## src/hdl/fixed_record_event_stream_parser_top_assert.svh

```systemverilog
// Assertion macros for the fixed-record event stream parser.
`ifndef FIXED_RECORD_EVENT_STREAM_PARSER_TOP_ASSERT_SVH
`define FIXED_RECORD_EVENT_STREAM_PARSER_TOP_ASSERT_SVH
`ifndef SYNTHESIS
// Same-cycle implication, disabled while reset is asserted.
`define FRP_ASSERT_NOW(label, clk, rst_n, antecedent, consequent, msg) \
	label: assert property (@(posedge clk) disable iff (!rst_n) \
		(antecedent) |-> (consequent)) else $error(msg);
// Next-cycle implication, disabled while reset is asserted.
`define FRP_ASSERT_NEXT(label, clk, rst_n, antecedent, consequent, msg) \
	label: assert property (@(posedge clk) disable iff (!rst_n) \
		(antecedent) |=> (consequent)) else $error(msg);
`else
`define FRP_ASSERT_NOW(label, clk, rst_n, antecedent, consequent, msg)
`define FRP_ASSERT_NEXT(label, clk, rst_n, antecedent, consequent, msg)
`endif
`endif

```

## src/hdl/frp_pkg.sv

```systemverilog
// Types, codes and stream layout constants for the fixed-record event stream parser.
`default_nettype none
package frp_pkg;

	typedef enum logic [2:0] {
		PH_MAGIC,
		PH_HEADER,
		PH_RECORD,
		PH_TAIL,
		PH_DONE,
		PH_FAILED
	} phase_t;

	localparam logic [3:0] ST_OK        = 4'd0;
	localparam logic [3:0] ST_MAGIC     = 4'd1;
	localparam logic [3:0] ST_LAYOUT    = 4'd2;
	localparam logic [3:0] ST_TRUNCATED = 4'd3;
	localparam logic [3:0] ST_RESERVED  = 4'd4;
	localparam logic [3:0] ST_TYPE      = 4'd5;
	localparam logic [3:0] ST_SIDE      = 4'd6;
	localparam logic [3:0] ST_PRICE     = 4'd7;
	localparam logic [3:0] ST_QUANTITY  = 4'd8;
	localparam logic [3:0] ST_TRAILING  = 4'd9;

	localparam logic [15:0] HDR_VERSION   = 16'd1;
	localparam logic [15:0] HDR_SIZE      = 16'd16;
	localparam logic [31:0] HDR_REC_SIZE  = 32'd20;

	localparam logic [7:0] KIND_MAX    = 8'd3;
	localparam logic [7:0] KIND_UPDATE = 8'd1;
	localparam logic [7:0] SIDE_MAX    = 8'd1;

	// Byte positions inside header and record
	localparam logic [4:0] POS_MAGIC_LAST = 5'd3;
	localparam logic [4:0] POS_LAYOUT_END = 5'd12;
	localparam logic [4:0] POS_HDR_LAST   = 5'd15;
	localparam logic [4:0] POS_TS_END     = 5'd8;
	localparam logic [4:0] POS_KS_END     = 5'd12;
	localparam logic [4:0] POS_RSV_LAST   = 5'd11;
	localparam logic [4:0] POS_REC_LAST   = 5'd19;

	localparam int TDATA_W = 168;
	localparam int TUSER_W = 5;

	function automatic logic [7:0] magic_byte(input logic [1:0] idx);
		logic [7:0] b;
		unique case (idx)
			2'd0: b = 8'h4D;
			2'd1: b = 8'h4B;
			2'd2: b = 8'h54;
			2'd3: b = 8'h31;
		endcase
		return b;
	endfunction

endpackage
`default_nettype wire

```

## src/hdl/fixed_record_event_stream_parser_top.sv

```systemverilog
// Top level of the fixed-record event stream parser: byte parser and result register.
//
// Usage:
//   Slave side takes the raw little-endian stream, one byte per transaction.
//   tdata[7:0] is the byte, tuser[0] says the byte is present, tlast marks
//   the end of the stream (after the byte, if any). A 16-byte header
//   (magic, version, header size, record size, record count) is checked,
//   then each 20-byte record is validated and reported.
//   Master side delivers at most one result per input transaction: a
//   record, a clean end (tlast high), or the single error result.
//   A result is registered and valid after the edge that accepts the byte
//   completing it. Throughput: one byte per cycle while the receiver keeps up,
//   set by the one-deep result register, which reloads while it drains.
//   When the receiver stalls and a result is pending, s_axis_tready drops
//   until that result is taken, for every byte; the pending result holds.
//   After the error result or the clean end, further input is accepted and
//   dropped until reset.
//   Reset (arst_n low) returns the parser to the magic search with no
//   result pending and the record counter at zero.
`default_nettype none
module fixed_record_event_stream_parser_top (
	input  wire logic                          clk,
	input  wire logic                          arst_n,
	input  wire logic                          s_axis_tvalid,
	output logic                               s_axis_tready,
	input  wire logic [7:0]                    s_axis_tdata,  // data_byte
	input  wire logic [0:0]                    s_axis_tuser,  // has_byte
	input  wire logic                          s_axis_tlast,  // end_of_input
	output logic                               m_axis_tvalid,
	input  wire logic                          m_axis_tready,
	// timestamp[63:0], event_kind[65:64], book_side[66], price_value[98:67],
	// quantity_value[130:99], record_number[162:131], zero fill[167:163]
	output logic [frp_pkg::TDATA_W-1:0]        m_axis_tdata,
	// event_valid[0], status_code[4:1]
	output logic [frp_pkg::TUSER_W-1:0]        m_axis_tuser,
	output logic                               m_axis_tlast   // stream_done
);

	`include "fixed_record_event_stream_parser_top_assert.svh"

	// Parser state
	frp_pkg::phase_t phase_q, phase_d;
	logic [4:0]  pos_q, pos_d;
	logic [63:0] layout_q, layout_d;     // version, header size, record size
	logic [31:0] expected_q, expected_d;
	logic [31:0] recs_q, recs_d;
	logic [63:0] ts_q, ts_d;
	logic [31:0] ks_q, ks_d;             // kind, side, reserved
	logic [63:0] pq_q, pq_d;             // price, quantity

	// Result register
	logic                         out_valid_q;
	logic [frp_pkg::TDATA_W-1:0]  out_tdata_q;
	logic [frp_pkg::TUSER_W-1:0]  out_tuser_q;
	logic                         out_last_q;

	logic        accept;
	logic        emit;
	logic        ev;
	logic        done;
	logic [3:0]  status;
	logic [2:0]  lay_idx;
	logic [2:0]  pq_idx;
	logic [7:0]  kd;
	logic [7:0]  sd;
	logic [31:0] pr;
	logic [31:0] qt;
	logic [31:0] recs_inc;
	logic [frp_pkg::TDATA_W-1:0] tdata_d;

	// Take a new byte whenever the result register is free or being drained
	assign s_axis_tready = !out_valid_q || m_axis_tready;
	assign accept        = s_axis_tvalid && s_axis_tready;

	assign lay_idx  = pos_q[2:0] - 3'd4;   // header bytes 4..11 -> 0..7
	assign pq_idx   = pos_q[2:0] + 3'd4;   // record bytes 12..19 -> 0..7
	assign recs_inc = recs_q + 32'd1;

	always_comb begin
		phase_d    = phase_q;
		pos_d      = pos_q;
		layout_d   = layout_q;
		expected_d = expected_q;
		recs_d     = recs_q;
		ts_d       = ts_q;
		ks_d       = ks_q;
		pq_d       = pq_q;
		emit       = 1'b0;
		ev         = 1'b0;
		done       = 1'b0;
		status     = frp_pkg::ST_OK;
		kd         = ks_q[7:0];
		sd         = ks_q[15:8];
		pr         = 32'd0;
		qt         = 32'd0;

		if (accept && phase_q != frp_pkg::PH_DONE && phase_q != frp_pkg::PH_FAILED) begin
			if (s_axis_tuser[0]) begin
				unique case (phase_q)
					frp_pkg::PH_MAGIC: begin
						if (s_axis_tdata != frp_pkg::magic_byte(pos_q[1:0])) begin
							status = frp_pkg::ST_MAGIC;
						end else begin
							pos_d = pos_q + 5'd1;
							if (pos_q == frp_pkg::POS_MAGIC_LAST) begin
								phase_d = frp_pkg::PH_HEADER;
							end
						end
					end
					frp_pkg::PH_HEADER: begin
						if (pos_q < frp_pkg::POS_LAYOUT_END) begin
							layout_d[{lay_idx, 3'b000} +: 8] = s_axis_tdata;
						end else begin
							expected_d[{pos_q[1:0], 3'b000} +: 8] = s_axis_tdata;
						end
						pos_d = pos_q + 5'd1;
						if (pos_q == frp_pkg::POS_HDR_LAST) begin
							if (layout_d[15:0] != frp_pkg::HDR_VERSION ||
								layout_d[31:16] != frp_pkg::HDR_SIZE ||
								layout_d[63:32] != frp_pkg::HDR_REC_SIZE) begin
								status = frp_pkg::ST_LAYOUT;
							end else begin
								pos_d   = 5'd0;
								phase_d = (expected_d == 32'd0) ? frp_pkg::PH_TAIL
									: frp_pkg::PH_RECORD;
							end
						end
					end
					frp_pkg::PH_RECORD: begin
						// Each byte lands in its own slot, so no clear is needed per record
						if (pos_q < frp_pkg::POS_TS_END) begin
							ts_d[{pos_q[2:0], 3'b000} +: 8] = s_axis_tdata;
						end else if (pos_q < frp_pkg::POS_KS_END) begin
							ks_d[{pos_q[1:0], 3'b000} +: 8] = s_axis_tdata;
						end else begin
							pq_d[{pq_idx, 3'b000} +: 8] = s_axis_tdata;
						end
						pr = pq_d[31:0];
						qt = pq_d[63:32];
						if (pos_q == frp_pkg::POS_RSV_LAST && ks_d[31:16] != 16'd0) begin
							status = frp_pkg::ST_RESERVED;
						end else if (pos_q == frp_pkg::POS_REC_LAST) begin
							priority if (kd > frp_pkg::KIND_MAX) begin
								status = frp_pkg::ST_TYPE;
							end else if (sd > frp_pkg::SIDE_MAX) begin
								status = frp_pkg::ST_SIDE;
							end else if (pr == 32'd0 || pr[31]) begin
								status = frp_pkg::ST_PRICE;
							end else if (qt == 32'd0 && kd != frp_pkg::KIND_UPDATE) begin
								status = frp_pkg::ST_QUANTITY;
							end else begin
								emit   = 1'b1;
								ev     = 1'b1;
								recs_d = recs_inc;
								pos_d  = 5'd0;
								if (recs_inc == expected_q) begin
									phase_d = frp_pkg::PH_TAIL;
								end
							end
						end else begin
							pos_d = pos_q + 5'd1;
						end
					end
					frp_pkg::PH_TAIL: begin
						status = frp_pkg::ST_TRAILING;
					end
					default: begin
					end
				endcase
			end

			// End of stream is judged on the phase after this byte
			if (status == frp_pkg::ST_OK && s_axis_tlast) begin
				priority if (phase_d == frp_pkg::PH_MAGIC) begin
					status = frp_pkg::ST_MAGIC;
				end else if (phase_d == frp_pkg::PH_TAIL) begin
					done    = 1'b1;
					emit    = 1'b1;
					phase_d = frp_pkg::PH_DONE;
				end else begin
					status = frp_pkg::ST_TRUNCATED;
				end
			end

			// Latch the first error; everything after it is dropped
			if (status != frp_pkg::ST_OK) begin
				emit    = 1'b1;
				phase_d = frp_pkg::PH_FAILED;
			end
		end

		// Record fields read as zero unless a valid record goes out
		tdata_d = '0;
		if (ev) begin
			tdata_d[63:0]   = ts_q;
			tdata_d[65:64]  = kd[1:0];
			tdata_d[66]     = sd[0];
			tdata_d[98:67]  = pr;
			tdata_d[130:99] = qt;
		end
		// Record index when a record goes out, else the count so far: both are recs_q
		tdata_d[162:131] = recs_q;
	end

	// Parser state register
	always_ff @(posedge clk or negedge arst_n) begin
		if (!arst_n) begin
			phase_q <= frp_pkg::PH_MAGIC;
			pos_q   <= 5'd0;
			recs_q  <= 32'd0;
		end else begin
			phase_q <= phase_d;
			pos_q   <= pos_d;
			recs_q  <= recs_d;
		end
	end

	// Header and record byte stores: every byte is written before it is read
	always_ff @(posedge clk) begin
		layout_q   <= layout_d;
		expected_q <= expected_d;
		ts_q       <= ts_d;
		ks_q       <= ks_d;
		pq_q       <= pq_d;
	end

	// Result register: load on a free or draining slot, hold while stalled
	always_ff @(posedge clk or negedge arst_n) begin
		if (!arst_n) begin
			out_valid_q <= 1'b0;
		end else if (s_axis_tready) begin
			out_valid_q <= emit;
		end
	end

	always_ff @(posedge clk) begin
		if (s_axis_tready && emit) begin
			out_tdata_q <= tdata_d;
			out_tuser_q <= {status, ev};
			out_last_q  <= done;
		end
	end

	assign m_axis_tvalid = out_valid_q;
	assign m_axis_tdata  = out_tdata_q;
	assign m_axis_tuser  = out_tuser_q;
	assign m_axis_tlast  = out_last_q;

	// A terminal result (error or clean end) is the last result ever produced
	`FRP_ASSERT_NEXT(a_terminal_is_last, clk, arst_n,
		m_axis_tvalid && m_axis_tready && (m_axis_tuser[4:1] != frp_pkg::ST_OK || m_axis_tlast),
		!m_axis_tvalid, "result produced after a terminal result")

	// A delivered record carries either a clean status or the truncation status
	`FRP_ASSERT_NOW(a_record_status, clk, arst_n,
		m_axis_tvalid && m_axis_tuser[0],
		m_axis_tuser[4:1] == frp_pkg::ST_OK || m_axis_tuser[4:1] == frp_pkg::ST_TRUNCATED,
		"record delivered with an unexpected status")

	// Results without a record keep fields [130:0] at zero, and a clean end carries a clean status
	`FRP_ASSERT_NOW(a_empty_fields_zero, clk, arst_n,
		m_axis_tvalid && !m_axis_tuser[0],
		m_axis_tdata[130:0] == 131'd0 && !(m_axis_tlast && m_axis_tuser[4:1] != frp_pkg::ST_OK),
		"non-record result carries record data")

endmodule
`default_nettype wire
```

## config.mk

```make
export PLATFORM = sky130hd
export DESIGN_NAME = fixed_record_event_stream_parser_top
export DESIGN_NICKNAME = d
export VERILOG_FILES = /design/src/hdl/frp_pkg.sv /design/src/hdl/fixed_record_event_stream_parser_top.sv
export VERILOG_INCLUDE_DIRS = /design/src /design/src/hdl
export SDC_FILE = /design/constraint.sdc
export NUM_CORES = 1
export LEC_CHECK = 0
export ABC_AREA = 1
export BUFFER_PORTS_ARGS = -buffer_cell sky130_fd_sc_hd__clkbuf_2
export CORE_MARGIN = 3
export CORE_UTILIZATION = 40
export CTS_BUF_LIST = sky130_fd_sc_hd__clkbuf_16
export CTS_CLUSTER_DIAMETER = 150
export DETAILED_ROUTE_END_ITERATION = 8
export GPL_TIMING_DRIVEN = 0
export SKIP_LAST_GASP = 1
export SYNTH_ARGS = -nofsm -noshare
export SYNTH_HDL_FRONTEND = slang
export SYNTH_SLANG_ARGS = --single-unit
```

## constraint.sdc

```tcl
create_clock -name clk -period 13.7 [get_ports clk]
set_clock_uncertainty 0.05 [all_clocks]
set_input_delay 2.74 -clock clk [delete_from_list [all_inputs] [get_ports clk]]
set_output_delay 2.74 -clock clk [all_outputs]
set_load 0.005 [all_outputs]
```

==> impl.org, run 1 <==
** Synth
- Largest cells by area after synthesis :: edfxtp_1 59%, nand2_1 9.5%, nor2_1 7.0%, inv_1 6.0%, dfrtp_1 4.7%
- Of the synthesized area, sequential elements account for 63.6%.
- Post-synthesis cell count :: 2273
- Among all flip-flop cells after synthesis, the most frequent one is edfxtp_1.
- The largest total area in the synthesized netlist belongs to edfxtp_1.
- The synthesized design contains 466 register bits.
- Of the post-synthesis cell area, the dominant cell type holds 58.8%.
- After synthesis, the share of flip-flops with an asynchronous set or reset is 8.80%.
- The netlist uses 47 different library cells.
- Synth Warn # :: 0
- Number of synthesized flops with an enable pin :: 425
- Synth Cell Area :: 21700 um^2
- Each instance of the synthesized netlist takes up on average 9.54 um^2.

** Routing
- Via count of the routed design :: 16200
- The first routing iteration left 1511 violations.
- The pre-antenna-repair detailed-routing pass consisted of 6 iterations.
- The final layout contains routed wiring with a total length of 58100 um.
- Count of antenna-violating nets left after detailed routing :: 0
- Dividing the detail-routed wire length by the instance count gives 17.9 um.
- DRC viols :: 0
- After detailed routing, the number of vias per cell comes to 4.98.

** Global routing
- The total overflow left after global routing is 0.
- Entering global routing, the biggest net connects 73 pins.
- The first global-routing pass estimated 87600 um of wire.
- The initial antenna violation count was 1.
- In the global route stage, overall resource usage came out at 20.1%.
- The via count of the first global-routing pass came to 15300.

** Clocking
- Counting every sink on the clock net gives 466.
- The tree is rooted in a clkbuf_16.
- Clock tree buffer depth :: 3
- After clock tree synthesis, the repair step resized 0 gates.
- CTS built an H-tree with a depth of 2.
- In this run, post-CTS hold repair placed 0 buffers.
- Post-CTS setup buffers :: 0
- Cts bufs inserted :: 50
- Clock transition time at the flip-flop clock pins of the worst setup and hold paths :: 0.06 ns
- TritonCTS built the clock tree.
- Clock latency on the worst-skew pair :: 0.62 ns

** Power
- In this run the static leakage power is 0.0103 uW.
- Power spread over the standard cell area amounts to 116 nW/um^2.
- Largest voltage drop on the vdd net :: 0.0835 mV

** Run status
- The run finished with clean final reports.

** Timing
- Achievable frequency :: 136 MHz
- At the pin with the least slew margin, the transition time is 1.24 ns.
- For the final routed database, the setup TNS stands at 0 ns.
- In the finished design, the share of the clock period the worst path needs comes to 53.6%.
- Setup violations remaining at the end of the flow were counted as 0.
- The number of slew-limit violations in the final report came to 0.
- The routed design could run at a clock period as short as 7.34 ns.
- Setup repair after global routing left no endpoint under its margin.
- Worst hold margin :: 0.484 ns
- Measured against its own limit, the worst slew margin works out to 17.2%.
- Final Hold Viols :: 0

** Critical path
- Req. time, crit path :: 13.90 ns
- Crit path launch :: s_axis_tdata[0]
- Traced cell by cell, the critical path runs through buf_2 > clkinv_1 > nor2_1 > nand2_1 > nand2_1 > nand2_1 > nand2_1 > nor2_1 > nand2_1 > nor2_1 > nand2_1 > nand4_2 > nor2_4 > inv_2 > buf_4 > buf_2 > nand2_4 > buf_16.
- The endpoint identified for the worst register-to-register timing path is m_axis_tdata[20].
- Last element of the critical path :: m_axis_tdata[20]
- Peak per-stage delay on the critical path :: 0.71 ns
- Critical Path Fanout Max :: 72
- Worst endpoint data arrival time :: 7.54 ns
- Startpoint-to-endpoint class of the critical path :: primary input to flip-flop
- The worst setup path is launched from a primary input.
- The cell that appears most often on the critical path is nand2_1.
- Critical register-to-register path startpoint :: pos_q[0]
- R2R cell count :: 21
- STA classifies the critical path endpoint as a flip-flop.
- Slack of the worst reg-to-reg path :: 7.79 ns
- The slowest stage of the critical path belongs to the cell clkinv_1.

** Run
- Max-cap violations in this run came to 0.

** Cells and area
- The layout has 5006 filler cells.
- The library cell used most frequently in the layout, excluding fill and tap cells, is nand2_1.
- Cells with a size suffix above 1 make up 13.9% of the layout.
- Leaving out fill and tap cells, the most frequent cells in the layout are 550 x nand2_1, 425 x edfxtp_1, 405 x nor2_1, 358 x inv_1, 182 x clkbuf_2.
- In the final design database the tool counted 2547 nets.
- Design area :: 25200 um^2
- Layout overhead on the synthesized area :: 16.3%

** Floorplanning
- Number of ports placed on the die boundary :: 190
- After floorplanning, the core was sized to cover 53100 um^2.
- Floorplan row count :: 84
- Measured along the x axis, the die boundary spans 239 um.
- Vertical extent of the die :: 239 um
- Area enclosed by the die boundary :: 57100 um^2
- Effective utilization at floorplan :: 40.9%

** Placed design
- Once placement finished, the instance area stood at 23600 um^2.
- Port bufs :: 182
- Routability-driven placement finished with a final weighted congestion of 0.895.
- Detailed placer's ending HPWL :: 41600 um

** Worst hold path
- Class of the most critical hold timing path :: flip-flop to flip-flop
-- metal layers --
metal | global-route usage [%] | vias up | routed length, um
met1 | 28.2 | 7679 | 26000
met5 | 0 | - | 13
met4 | 5.92 | 2 | 1550
met3 | 3.98 | 117 | 4130
li1 | - | 7815 | -
met2 | 31.8 | 556 | 26400
-- worst min path at each step --
stage | startpoint | endpoint | slack (ns) | cells after the start
2_1_floorplan | recs_q[30] | m_axis_tdata[161] | 0.42 | 0
3_3_place_gp | recs_q[30] | m_axis_tdata[161] | 0.46 | 0
3_5_place_dp | recs_q[30] | m_axis_tdata[161] | 0.46 | 0
4_1_cts | recs_q[30] | m_axis_tdata[161] | 0.48 | 0
5_1_grt | recs_q[29] | m_axis_tdata[160] | 0.49 | 0
6_report | recs_q[30] | m_axis_tdata[161] | 0.48 | 0
-- where the power goes --
part | switching (uW) | internal, uW | total (uW)
combinational | 45.0 | 16.1 | 61.1
clock | 570 | 743 | 1310
sequential | 3.97 | 1550 | 1550
-- registers in the layout (all words and copies together), names as in the netlist, 3 cells and up --
| register | flops |
|---|---|
| ts_q | 64 |
| expected_q | 32 |
| recs_q | 32 |
| phase_q | 3 |
| layout_q | 64 |
| m_axis_tdata | 163 |
| pos_q | 5 |
| ks_q | 32 |
| pq_q | 64 |
| m_axis_tuser | 5 |
-- worst max-delay path: cells and delay by family --
kind	cells	cell delay, ns
buffers and inverters	6	2.06
AND/OR/NAND/NOR	12	2.60
-- synth_stat cells (all sizes together), types with 5 or more instances --
cell type and count:
inv 355, nor2 419, ha 15, nand2 557, xor2 21, a21oi 14, nor3 31, buf 49
o21a 6, dfrtp 41, nor4 5, nand4 21, or2 6, nand3 92, edfxtp 425, xnor2 6
o21ai 166, o22ai 7, clkbuf 17
-- cell families (layout without fill, tap and decap cells) --
| family | after synthesis | in the layout | synth area share (%) |
|---|---|---|---|
| AOI/OAI and AO/OA | 202 | 202 | 4.90 |
| xor gates and xnor gates | 30 | 30 | 1.40 |
| adders and majority gates | 15 | 15 | 0.865 |
| buffers and inverters | 423 | 704 | 7.79 |
| DFF | 466 | 466 | 63.6 |
| muxes | 1 | 1 | 0.0519 |
| other | 1 | 7 | 0.0173 |
| and+or+nand+nor | 1135 | 1135 | 21.4 |
-- final cells by class --
cell class	count	area [um^2]	area share (%)
Clock buffer	50	1250	4.96
Buffer	66	343	1.36
Clock inverter	43	343	1.36
Antenna cell	1	2.50	0.00991
Multi-Input combinational cell	1389	6260	24.8
Timing Repair Buffer	188	1050	4.14
Tap cell	688	861	3.41
Inverter	357	1350	5.33
Sequential cell	466	13800	54.6
-- metrics by stage --
stage | instances | utilization (%) | worst slack [ns] | power [uW]
after floorplan | 2278 | - | 5.03 | 1610
after global placement | 3148 | 44.2 | 1.45 | 1640
after detailed placement | 3154 | 44.5 | 5.77 | 1640
after CTS | 3247 | 47.5 | 6.39 | 2950
after global routing | 3247 | 47.5 | 6.09 | 3020
final | 3248 | 47.6 | 6.36 | 2920
No activity file was read; power rests on OpenSTA's default activity.
==> inputs of run 2 (changes only) <==
==> constraint.sdc (replaced) <==
create_clock -name clk -period 7 [get_ports clk]
set_clock_uncertainty 0.05 [all_clocks]
set_input_delay 1.4 -clock clk [delete_from_list [all_inputs] [get_ports clk]]
set_output_delay 1.4 -clock clk [all_outputs]
set_load 0.005 [all_outputs]
==> impl.org, run 2 (synthesis results as in run 1) <==
** Run status
- Result of the run :: finished clean (unchanged)

** Power
- Power per Cell Area :: 233 nW/um^2 (was 116 nW/um^2)
- Overall power consumption :: 5910 uW (was 2920 uW)
- The combinational fraction of design power is 2.0% (was 2.1%).
- The sequential share of power came to 51.3% (was 53.0%).
- Total net switching power :: 1230 uW (was 619 uW)
- Internal power :: 4680 uW (was 2300 uW)
- The share of total power consumed by net switching was 20.8% (was 21.2%).
- Largest voltage drop on the vdd net :: 0.187 mV (was 0.0835 mV)
- Leakage :: 0.0104 uW (was 0.0103 uW)
- Clock network fraction of total power :: 46.7% (was 44.9%)

** Routing
- Number of vias per cell :: 4.94 (was 4.98)
- Sum of routed wire length over all layers :: 57800 um (was 58100 um)
- The number of violations reported at the end of detailed-routing iteration 0 was 1473 (was 1511).
- The number of vias in the routed layout was 16000 (was 16200).
- The number of remaining DRC errors is 0 (unchanged).
- The first-pass iteration count of the detailed router is 6 (unchanged).
- Wire per inst :: 17.8 um (was 17.9 um)
- The number of routed nets with antenna violations was 0 (unchanged).

** Placed design
- Detailed placer's ending HPWL :: 41100 um (was 41600 um)
- The count of input and output buffers is 182 (unchanged).
- The final weighted congestion of routability-driven global placement was 0.896 (was 0.895).

** Clocking
- Cts bufs inserted :: 50 (unchanged)
- CTS root buf :: clkbuf_16 (unchanged)
- The clock tree from TritonCTS was done (unchanged).
- The clock insertion delay at the later pin of the skew report is 0.60 ns (was 0.62 ns).
- Clock tree buffer depth :: 3 (unchanged)
- The count of clock tree sinks came to 466 (unchanged).
- Maximum level of the CTS H-tree :: 2 (unchanged)
- Clock transition time at the flip-flop clock pins of the worst setup and hold paths :: 0.06 ns (about the same)
- Post-CTS setup buffers :: 0 (unchanged)
- The post-cts gate resize count was 0 (unchanged).
- The number of buffers inserted for hold repair after clock tree synthesis was 0 (unchanged).

** Timing
- Setup repair after global routing missed its margin :: no (unchanged)
- Worst Max-Slew Pin Slew :: 1.17 ns (was 1.24 ns)
- Post-route clock period utilization :: 88.3%
- The clock period could shrink to 6.18 ns.
- Final Slew Violations :: 0 (unchanged)
- Setup violations, final :: 0 (unchanged)
- Remaining max-slew budget at the tightest pin :: 22.2% (was 17.2%)
- The final hold violation count is 0 (unchanged).
- Derived from the worst setup path, the maximum achievable clock frequency is 162 MHz.

** Floorplanning
- The number of ports placed on the die boundary was 190 (unchanged).
- Area enclosed by the die boundary :: 57100 um^2 (unchanged)
- Floorplan row count :: 84 (unchanged)
- The die extent in x was 239 um (unchanged).
- The die outline height is 239 um (unchanged).
- The initial standard-cell utilization of the core was 40.9% (unchanged).
- The floorplan core area came to 53100 um^2 (unchanged).

** Global routing
- First-pass GRT wire length :: 87400 um (was 87600 um)
- The met3 demand-to-capacity share in global routing came to 3.80% (was 3.98%).
- The maximum number of pins on one net before global-route repair was 90 (was 73).
- The most crowded layer after global routing was met2 (unchanged).
- Remaining global-route overflow :: 0 (unchanged)
- Met1 GRT Util :: 28.4% (was 28.2%)
- The initial antenna violation count came to 0 (was 1).
- Met2 capacity usage during global routing :: 31.3% (was 31.8%)
- Via count of the first global-routing pass :: 15100 (was 15300)
- The global-route usage over all layers is 19.9% (was 20.1%).

** Cells and area
- Final core utilization :: 47.8% (was 47.6%)
- The area added between synthesis and finish was 16.8% (was 16.3%).
- Most frequent cells in the layout: 550 x nand2_1, 425 x edfxtp_1, 405 x nor2_1, 349 x inv_1, 182 x clkbuf_2 (was 550 x nand2_1, 425 x edfxtp_1, 405 x nor2_1, 358 x inv_1, 182 x clkbuf_2).
- Most common cell after layout, fill and taps aside :: nand2_1 (unchanged)
- Final net count :: 2546 (was 2547)
- The flip-flop count of the largest register, all copies and words added came to 163 (unchanged).
- The ratio of cells with drive above 1 in the final layout was 14.3% (was 13.9%).
- The antenna diode instance count was 0 (was 1).

** Critical path
- Startpoint type of the worst setup path :: primary input (unchanged)
- Startpoint-to-endpoint class of the critical path :: primary input to flip-flop (unchanged)
- Endpoint class of the critical path :: flip-flop (unchanged)
- Critical Path Fanout Max :: 89 (was 72)
- Req. time, crit path :: 7.17 ns (was 13.90 ns)
- Worst endpoint data arrival time :: 6.35 ns (was 7.54 ns)

** Run
- # Max-Cap Violations :: 0 (unchanged)

** Worst hold path
- Class of the most critical hold timing path :: flip-flop to flip-flop (unchanged)
==> run 2: power groups by stage <==
stage	clock [uW]	combinational (uW)	sequential [uW]
floorplan	0	52.2	3090
global placement	0	114	3090
detailed placement	0	118	3090
CTS	2810	118	3030
global route	2910	127	3030
finish	2760	118	3030
==> run 2: layout make-up <==
cell class / instances / area, um^2
sequential: 466 / 13800
multi-input combinational: 1389 / 6270
clock buffer: 51 / 1280
timing repair buffer: 187 / 1020
clock inverter: 43 / 449
tap: 688 / 861
inverter: 357 / 1350
fill: 4944 / 27700
buffer: 66 / 343
==> run 2: critical path: stages <==
cell and delay (ns):
buf_2 0.37, clkinv_1 0.72, nor2_1 0.56, nand2_1 0.32, nand2_1 0.17, nand2_1 0.11, nand2_1 0.09, nor2_1 0.04
nand2_1 0.10, nor2_1 0.07, nand2_1 0.19, nand4_2 0.18, nor2_4 0.37, inv_2 0.21, buf_4 0.24, buf_2 0.22
nand2_8 0.45, buf_16 0.36
==> run 2: final timing paths <==
| check | cells after the start | startpoint | slack, ns | end |
|---|---|---|---|---|
| min in group asynchronous | 1 | arst_n | 0.99 | m_axis_tvalid |
| setup / recovery | 18 | s_axis_tdata[0] | 0.82 | m_axis_tdata[26] |
| max in group asynchronous | 1 | arst_n | 5.19 | recs_q[7] |
| hold / removal | 0 | recs_q[30] | 0.48 | m_axis_tdata[161] |
| setup reg to reg | 21 | pos_q[0] | 0.98 | m_axis_tdata[26] |
| hold reg to reg | 0 | recs_q[30] | 0.48 | m_axis_tdata[161] |
==> run 2: per-layer routing <==
| layer | up-vias | share of wire (%) |
|---|---|---|
| met4 | 0 | 2.8 |
| met1 | 7532 | 45 |
| met3 | 99 | 7.8 |
| met5 | - | 0 |
| met2 | 577 | 45 |
| li1 | 7824 | - |
==> run 2: metrics by stage <==
step                      std cells  TNS [ns]  worst slack, ns  hold WS [ns]  area [um^2]
after floorplan                2278         0           0.0197         0.419        21700
after CTS                      3247         0            0.871         0.477        25300
final                          3247         0            0.817         0.478        25300
after global routing           3247         0            0.667         0.492        25300
after global placement         3148   -732.77            -3.22         0.458        23500
after detailed placement       3153         0            0.265         0.463        23600
